==> src/design/point_covariance_3x3_macros.svh <==
// Assertion macros shared by the covariance block.
`ifndef POINT_COVARIANCE_3X3_MACROS_SVH
`define POINT_COVARIANCE_3X3_MACROS_SVH

// Same-cycle implication, disabled while reset is asserted.
`define PCOV_ASSERT_HOLDS(label, clk, rst_n, ante, cons, msg) \
	label: assert property (@(posedge clk) disable iff (!rst_n) (ante) |-> (cons)) \
		else $error(msg);

// Next-cycle implication, disabled while reset is asserted.
`define PCOV_ASSERT_NEXT(label, clk, rst_n, ante, cons, msg) \
	label: assert property (@(posedge clk) disable iff (!rst_n) (ante) |=> (cons)) \
		else $error(msg);

`endif

==> src/design/pcov_pkg.sv <==
// Types and constants shared by the covariance controller, datapath and top level.
`timescale 1ns / 1ps
package pcov_pkg;
	localparam int FIELD_W   = 24;
	localparam int COV_W     = 50;
	localparam int SUM_W     = 64;
	localparam int NUM_ENT   = 6;
	localparam int BIT_CNT_W = $clog2(SUM_W);
	localparam int CFG_IDX_W = 2;

	localparam logic [CFG_IDX_W-1:0] CFG_CENTER_X = 2'd0;
	localparam logic [CFG_IDX_W-1:0] CFG_CENTER_Y = 2'd1;
	localparam logic [CFG_IDX_W-1:0] CFG_CENTER_Z = 2'd2;

	typedef enum logic [2:0] {
		ENT_XX,
		ENT_YY,
		ENT_ZZ,
		ENT_XY,
		ENT_XZ,
		ENT_YZ
	} ent_t;

	typedef enum logic [2:0] {
		ST_RUN,
		ST_DRAIN,
		ST_LOAD,
		ST_STEP,
		ST_STORE
	} pcov_state_t;

	typedef struct packed {
		logic pt_load;
		logic div_load;
		logic div_step;
		logic div_store;
		logic publish;
		logic zero_out;
		logic too_few;
		logic cap_hit;
		ent_t entry;
	} pcov_cmd_t;
endpackage

==> src/design/pcov_ctrl.sv <==
// Covariance controller: point counting, drain, divider sequencing and result handshake.
`timescale 1ns / 1ps
`include "point_covariance_3x3_macros.svh"
module pcov_ctrl
	import pcov_pkg::*;
#(
	parameter int MAX_POINTS = 16384
) (
	input  logic                            clk,
	input  logic                            arst_n,
	input  logic                            in_valid,
	output logic                            in_ready,
	input  logic                            final_point,
	output logic                            out_valid,
	input  logic                            out_ready,
	input  logic                            pipe_busy,
	output pcov_cmd_t                       cmd,
	output logic [$clog2(MAX_POINTS+1)-1:0] divisor
);
	localparam int CNT_W = $clog2(MAX_POINTS + 1);

	pcov_state_t          state_q, state_d;
	logic [CNT_W-1:0]     count_q, cnt_after, divisor_q;
	logic                 ovf_q, too_few_q, cap_q, out_valid_q;
	logic [BIT_CNT_W-1:0] bit_cnt_q;
	ent_t                 entry_q;
	logic                 keep, in_rdy, in_fire, bit_last;

	assign keep      = count_q < CNT_W'(MAX_POINTS);
	assign cnt_after = keep ? count_q + CNT_W'(1) : count_q;
	assign bit_last  = bit_cnt_q == BIT_CNT_W'(SUM_W - 1);
	assign in_fire   = in_valid & in_rdy;

	always_ff @(posedge clk or negedge arst_n) begin
		if (!arst_n) state_q <= ST_RUN;
		else         state_q <= state_d;
	end

	always_comb begin
		state_d     = state_q;
		cmd         = '0;
		cmd.entry   = entry_q;
		cmd.too_few = too_few_q;
		cmd.cap_hit = cap_q;
		in_rdy      = 1'b0;
		unique case (state_q)
			ST_RUN: begin
				in_rdy = 1'b1;
				if (in_valid) begin
					cmd.pt_load = keep;
					if (final_point) state_d = ST_DRAIN;
				end
			end
			ST_DRAIN: begin
				if (!pipe_busy && !out_valid_q) begin
					if (too_few_q) begin
						cmd.zero_out = 1'b1;
						cmd.publish  = 1'b1;
						state_d      = ST_RUN;
					end else begin
						state_d = ST_LOAD;
					end
				end
			end
			ST_LOAD: begin
				cmd.div_load = 1'b1;
				state_d      = ST_STEP;
			end
			ST_STEP: begin
				cmd.div_step = 1'b1;
				if (bit_last) state_d = ST_STORE;
			end
			ST_STORE: begin
				cmd.div_store = 1'b1;
				if (entry_q == ENT_YZ) begin
					cmd.publish = 1'b1;
					state_d     = ST_RUN;
				end else begin
					state_d = ST_LOAD;
				end
			end
			default: state_d = ST_RUN;
		endcase
	end

	always_ff @(posedge clk or negedge arst_n) begin
		if (!arst_n) begin
			count_q     <= '0;
			ovf_q       <= 1'b0;
			too_few_q   <= 1'b0;
			cap_q       <= 1'b0;
			divisor_q   <= '0;
			bit_cnt_q   <= '0;
			entry_q     <= ENT_XX;
			out_valid_q <= 1'b0;
		end else begin
			if (in_fire) begin
				if (final_point) begin
					count_q   <= '0;
					ovf_q     <= 1'b0;
					too_few_q <= cnt_after < CNT_W'(2);
					cap_q     <= ovf_q | ~keep;
					divisor_q <= cnt_after - CNT_W'(1);
					entry_q   <= ENT_XX;
				end else begin
					count_q <= cnt_after;
					ovf_q   <= ovf_q | ~keep;
				end
			end
			if (cmd.div_load) bit_cnt_q <= '0;
			else if (cmd.div_step) bit_cnt_q <= bit_cnt_q + BIT_CNT_W'(1);
			if (cmd.div_store && entry_q != ENT_YZ) entry_q <= ent_t'(entry_q + 3'd1);
			if (cmd.publish) out_valid_q <= 1'b1;
			else if (out_ready) out_valid_q <= 1'b0;
		end
	end

	assign in_ready  = in_rdy;
	assign out_valid = out_valid_q;
	assign divisor   = divisor_q;

	`PCOV_ASSERT_HOLDS(a_pub_free, clk, arst_n, cmd.publish, !out_valid_q, "result overwrites a pending beat")
	`PCOV_ASSERT_HOLDS(a_div_quiet, clk, arst_n, state_q == ST_LOAD, !pipe_busy, "divider loads while sums still move")
	`PCOV_ASSERT_HOLDS(a_cnt_cap, clk, arst_n, 1'b1, count_q <= CNT_W'(MAX_POINTS), "point count above capacity")
	`PCOV_ASSERT_NEXT(a_step_end, clk, arst_n, state_q == ST_STEP && bit_last, state_q == ST_STORE, "divider ran past its last bit")
endmodule

==> config.mk <==
export PLATFORM = sky130hd
export DESIGN_NAME = pcov_ctrl
export DESIGN_NICKNAME = d
export VERILOG_FILES = /design/src/design/pcov_pkg.sv /design/src/design/pcov_ctrl.sv
export VERILOG_INCLUDE_DIRS = /design/src /design/src/design
export SDC_FILE = /design/constraint.sdc
export NUM_CORES = 1
export LEC_CHECK = 0
export BUFFER_PORTS_ARGS = -buffer_cell sky130_fd_sc_hd__buf_2
export CAP_MARGIN = 40
export CELL_PAD_IN_SITES_DETAIL_PLACEMENT = 0
export CELL_PAD_IN_SITES_GLOBAL_PLACEMENT = 2
export CORE_ASPECT_RATIO = 1.2
export CORE_MARGIN = 1.5
export CORE_UTILIZATION = 35
export DETAILED_ROUTE_END_ITERATION = 8
export GPL_ROUTABILITY_DRIVEN = 0
export GPL_TIMING_DRIVEN = 0
export PLACE_DENSITY_LB_ADDON = 0.1
export SETUP_SLACK_MARGIN = 0.3
export SLEW_MARGIN = 20
export SYNTH_ARGS = -nofsm -noshare
export SYNTH_HDL_FRONTEND = slang
export SYNTH_SLANG_ARGS = --single-unit
==> constraint.sdc <==
create_clock -name clk -period 5.1 [get_ports clk]
set_input_delay 0.255 -clock clk [delete_from_list [all_inputs] [get_ports clk]]
set_output_delay 0.255 -clock clk [all_outputs]
set_load 0.02 [all_outputs]
[Word-level counts from Yosys, hierarchy flattened]
Cells that the tools add are included.
Word-level totals
  bits in registers: 46
  word-level logic and storage cells: 69
  output and inout port bits: 28
  memories: 0
  bits in writable memories: 0
  ROM bits: 0
  latch bits: 0
  input port bits: 6
Cells by class
  mux-type cells: 28
  multiply operators: 0
  shift operators: 0
  bitwise logic cells: 3
  magnitude comparators: 2
  divide/modulo/power cells: 0
  add/subtract/negate cells: 4
  equality and inequality tests: 11
  reduce and logical (&&, ||, !) cells: 12
Operator list (number)
  $mux W15: 2
  $mux W3: 7
  $add A15 B1 Y15 const B: 1
  $lt A15 B15 Y1 const B: 1
  $lt A15 B2 Y1 const B: 1
  $pmux W3 S5: 1
  $sub A15 B1 Y15 const B: 1
  $mux W6: 2
  $mux W1: 11
  $mux W2: 4
  $ne A2 B2 Y1 const B: 4
  $reduce_bool A2 Y1: 4
  $add A6 B1 Y6 const B: 1
  $eq A3 B2 Y1 const B: 2
  $eq A3 B3 Y1 const B: 2
  $eq A6 B6 Y1 const B: 1
  $reduce_and A2 Y1: 2
  $reduce_and A4 Y1: 1
  $add A3 B1 Y3 const B: 1
  $eq A3 B1 Y1 const B: 1
  $logic_not A3 Y1: 1
  $ne A3 B3 Y1 const B: 1
  $logic_and A1 B1 Y1: 2
  $logic_not A1 Y1: 2
  4 further kinds: 4

[Logic depth before layout (Yosys ltp)]
  depth after elaboration: 5
  mapped depth: 9
  depth with buffers taken out: 7

[Worst setup path before layout]
OpenSTA, ideal clock, no wires.
  path type: reg-to-output
  start: reg state_q[0]
  end: out cmd[10] (netlist bit)
  stages on the path, launching flop included: 5
  required time: 4.845 ns
  path buffers: 1
  slack: 2.871 ns
  arrival time: 1.974 ns
  cell sequence: dfrtp_1 -> nor3_1 -> nand2_1 -> clkbuf_1 -> nor2_1
RTL lines
  from (decl): RTL line pcov_ctrl.sv:22  | pcov_state_t state_q, state_d;
  from (signal assigned): RTL line pcov_ctrl.sv:36  | else state_q <= state_d;
  to (decl): RTL line pcov_ctrl.sv:17  | output pcov_cmd_t cmd,

[Worst setup path after layout]
  start: reg count_q[14]
  end: reg divisor_q[14], in the netlist divisor[14]
Between the ends
  word-level cells in the longest chain between the ends: 3
  elaborated cells on any way between the ends: 4
RTL lines
  from (decl): RTL line pcov_ctrl.sv:23  | logic [CNT_W-1:0] count_q, cnt_after, divisor_q;
  from (signal assigned): RTL line pcov_ctrl.sv:106  | count_q <= cnt_after;
  $add A15 B1 Y15 or $lt A15 B15 Y1 (tied branches): RTL line pcov_ctrl.sv:30, pcov_ctrl.sv:29
  $mux W15 *: RTL line pcov_ctrl.sv:30  | assign cnt_after = keep ? count_q + CNT_W'(1) : count_q;
  $sub A15 B1 Y15 *: RTL line pcov_ctrl.sv:103  | divisor_q <= cnt_after - CNT_W'(1);
  to (signal assigned): RTL line pcov_ctrl.sv:103
  to (decl): RTL line pcov_ctrl.sv:23
Mark *: on every way between the ends. The rest lies on a longest branch, timed or not.
A chain may end at the register's enable or synchronous reset.

==> results.md <==
- Total of endpoints with negative setup slack in the final report: 0
- Shortest clock period the worst path allows after layout: 2710 ps
- TNS Setup: 0 ps
- Clock latency of the later-clocked register in the worst-skew pair: 300 ps
- Ratio of cells with drive above 1 in the final layout: 0.182
- Final wirelength: 7640 um
- Cell area after layout: 3270 um2
- Residual DRC: 4
- Setup repair after global routing missed its margin: no
- Number of DRC violations after detailed-routing iteration 0: 79
- Clock power frac: 0.420
- Overflow after GRT: 0
- Syn nets: 331
- Most common cell after layout, fill and taps aside: sky130_fd_sc_hd__dfrtp_1
- Die Ht: 102 um
- Sinks on the clock net: 46
- Cell with the largest stage delay on the worst path: sky130_fd_sc_hd__dfrtp_1
- Delay-heaviest family, CP: buffers and inverters
- Number of iterations in the first detailed-routing pass: 7
- Detail Route Antenna Nets: 0
- Net load switching power: 0.141 mW
- Worst-case headroom to the max-slew limit: 0.572
- CP peak stage delay: 540 ps
- Maxcap violations: 0
- Largest cells by area after synthesis: sky130_fd_sc_hd__dfrtp_1 40%, sky130_fd_sc_hd__nand2_1 5.3%, sky130_fd_sc_hd__xnor2_1 4.6%
- Relative contribution of combinational cells to total power: 0.025
- Area fraction of the dominant cell type after synthesis: 0.405
- Final layout net count: 373
- Effective utilization at floorplan: 0.365
- Fmax: 0.369 GHz
- Non-filler instance count after layout: 455
- Sw Ratio: 0.215
- Violations in the final reports: DRC
- Vias in the first global route: 2470
- Arithmetic-cell share of the synthesized area counting full adders, half adders and majority gates: 0.0220
- Antenna violations before repair: 0
- Startpoint class of the critical path: flip-flop
- Number of enable-type register cells in the synthesized netlist: 0
- Cell taking the most area after synthesis: sky130_fd_sc_hd__dfrtp_1
- Highest ir drop seen on vdd: 0.000122 V
- Leak Pwr: 1.45 nW
- Count of yosys warnings during synthesis: 0
- Mux cell area share after synthesis: 0.0255
- IO Pins: 34
- Area growth from synthesis to layout: 14.8%
- Number of instances in the synthesized netlist: 320
- Top fanout value on the critical path: 10
- Clock slew seen by the registers of the worst setup and hold paths: 90 ps
- Total inserted antenna cells: 0
- Highest-count cells in the layout ignoring fill and taps: 46 x sky130_fd_sc_hd__dfrtp_1, 40 x sky130_fd_sc_hd__nand2_1, 39 x sky130_fd_sc_hd__buf_2, 21 x sky130_fd_sc_hd__o21ai_0, 20 x sky130_fd_sc_hd__nor2_1
- Total core area: 7790 um2
- Register bit total from synthesis: 46
- Pin count of the biggest net entering global routing: 31
- Cell area after technology mapping: 2850 um2
- Final core utilization: 0.419
- Tcrit/Tclk final: 0.532
- Synth Area per Inst: 8.89 um2
- Startpoint-to-endpoint class of the critical path: reg2reg
- Data arrival at the endpoint of the critical path: 2890 ps
- Area fraction in compound gates after synthesis: 0.199
- Post-detail-place hpwl: 5740 um
- Run status: finished, violations left
- First-pass GRT wire length: 12800 um
- Post-placement worst setup slack: 2370 ps
- Min-delay worst type: in2reg
- Combinational family with the most area after synthesis: simple AND/OR/NAND/NOR gates
- Synthesized-area fraction occupied by xor and xnor cells: 0.0708
- CTS max path bufs: 2
- Cell variety after synth: 55
- Area share of and/or/nand/nor cells after synthesis: 0.219
- Predominant post-synthesis flop cell: sky130_fd_sc_hd__dfrtp_1
- Final hold slack: 191 ps
- Element type at the critical path end: flip-flop
- Required time worst endpoint: 5280 ps
- Most used cell, CP: sky130_fd_sc_hd__clkbuf_1
- Port Buffer Count: 33
- Worst Clk Skew: 8.53 ps
- Worst path cell trace: clkbuf_1 -> mux2i_1 -> ha_1 -> and3_1 -> clkbuf_1 -> nand3_2 -> nor3_1 -> o31ai_2
- Fin worst setup slack: 2390 ps
- Count of standard-cell rows: 35
- CTS tree: yes
- Number of vias in the routed layout: 2471
- Internal Dissipation: 0.515 mW
- Vias per cell: 5.43
- Sequential share of the synthesized area: 0.405
- Total count of hold-check failures in the final report: 0
- Share of flip-flops with an asynchronous set or reset: 1.00
- Number of clock buffers inserted by TritonCTS: 5
- Cell area after placement: 3150 um2
- Total Die Area: 8680 um2
- Die X: 85.3 um
- Seq pwr share: 0.555
- Worst path buffer plus inverter count: 2
- Slew at the pin with the worst max-slew slack: 642 ps
- Total Power: 0.656 mW
- Cell area power density: 201 nW/um2
- WL/cell: 16.8 um
- CTS Root Cell: sky130_fd_sc_hd__clkbuf_8
- Max-slew violation total from the final report: 0
- Combined global-route utilization of all metal layers: 0.191
- H-tree depth reported by CTS: 2
- Number of placed cells counting well taps: 446
[layer usage]
layer | global-route usage | wire length [um] | part of all wire | up-vias
met2 | 0.338 | 3740 | 0.49 | 51
li1 | - | - | - | 1230
met5 | 0 | 0 | 0 | -
met3 | 0.0318 | 212 | 0.028 | 13
met1 | 0.236 | 3520 | 0.46 | 1177
met4 | 0.0682 | 164 | 0.021 | 0
[registers in the layout, indices dropped and copies added, names as in the netlist]
signal,flops
ovf_q,1
out_valid,1
divisor,15
state_q,3
count_q,15
too_few_q,1
bit_cnt_q,6
cap_q,1
entry_q,3
[synthesized netlist by cell type, types with 3 or more instances]
master	n
sky130_fd_sc_hd__dfrtp_1	46
sky130_fd_sc_hd__nand2_1	40
sky130_fd_sc_hd__o21ai_0	21
sky130_fd_sc_hd__nor2_1	20
sky130_fd_sc_hd__o21ai_1	17
sky130_fd_sc_hd__xnor2_1	15
sky130_fd_sc_hd__nand3_1	13
sky130_fd_sc_hd__clkbuf_1	10
sky130_fd_sc_hd__inv_1	10
sky130_fd_sc_hd__a31oi_1	9
sky130_fd_sc_hd__nor3_1	9
sky130_fd_sc_hd__xor2_1	8
sky130_fd_sc_hd__nand4_1	7
sky130_fd_sc_hd__o31ai_1	7
sky130_fd_sc_hd__buf_2	6
sky130_fd_sc_hd__a21oi_1	5
sky130_fd_sc_hd__and3_1	5
sky130_fd_sc_hd__ha_1	5
sky130_fd_sc_hd__mux2i_1	5
sky130_fd_sc_hd__buf_4	4
sky130_fd_sc_hd__nand2b_1	4
sky130_fd_sc_hd__o41ai_1	4
sky130_fd_sc_hd__and4_1	3
sky130_fd_sc_hd__buf_6	3
sky130_fd_sc_hd__or2_2	3
[worst paths after layout]
kind | cells past startpoint | slack [ps] | end | start
min reg2reg | 1 | 480 | bit_cnt_q[5] | bit_cnt_q[5]
max | 8 | 2390 | divisor[14] | count_q[14]
min in group asynchronous | 2 | 420 | count_q[8] | arst_n
max reg2reg | 8 | 2390 | divisor[14] | count_q[14]
max in group asynchronous | 3 | 4180 | count_q[12] | arst_n
min | 2 | 190 | ovf_q | in_valid
[cell type report]
cell class	instances	area [um2]
Multi-Input combinational cell	241	1530
Tap cell	92	115
Fill cell	810	4530
Clock buffer	6	72.6
Buffer	23	131
Timing Repair Buffer	35	195
Sequential cell	46	1150
Inverter	10	37.5
Clock inverter	2	37.5
[power by group through the flow]
stage                     registers (mW)  logic, mW  clock network (mW)
after floorplan                    0.372    0.00271                   0
after global placement             0.372     0.0150                   0
after detailed placement           0.372     0.0170                   0
after CTS                          0.364     0.0174               0.288
after global routing               0.364     0.0192               0.310
final                              0.364     0.0164               0.275
[timing repair]
item                      in CTS  in global routing
hold endpoints to repair      16                  0
hold buffers                   1                  0
buffers inserted               0                  0
gates resized for setup        0                  0
[logic make-up (layout without fill, tap and decap cells)]
group,Yosys count,count (layout)
AND/OR/NAND/NOR,121,121
AO/OA/AOI/OAI,85,85
flip-flops,46,46
buffers and inverters,33,76
XOR/XNOR,23,23
multiplexers,7,7
adder cells (fa/ha/maj),5,5
Power figures use the tool's default switching activity.
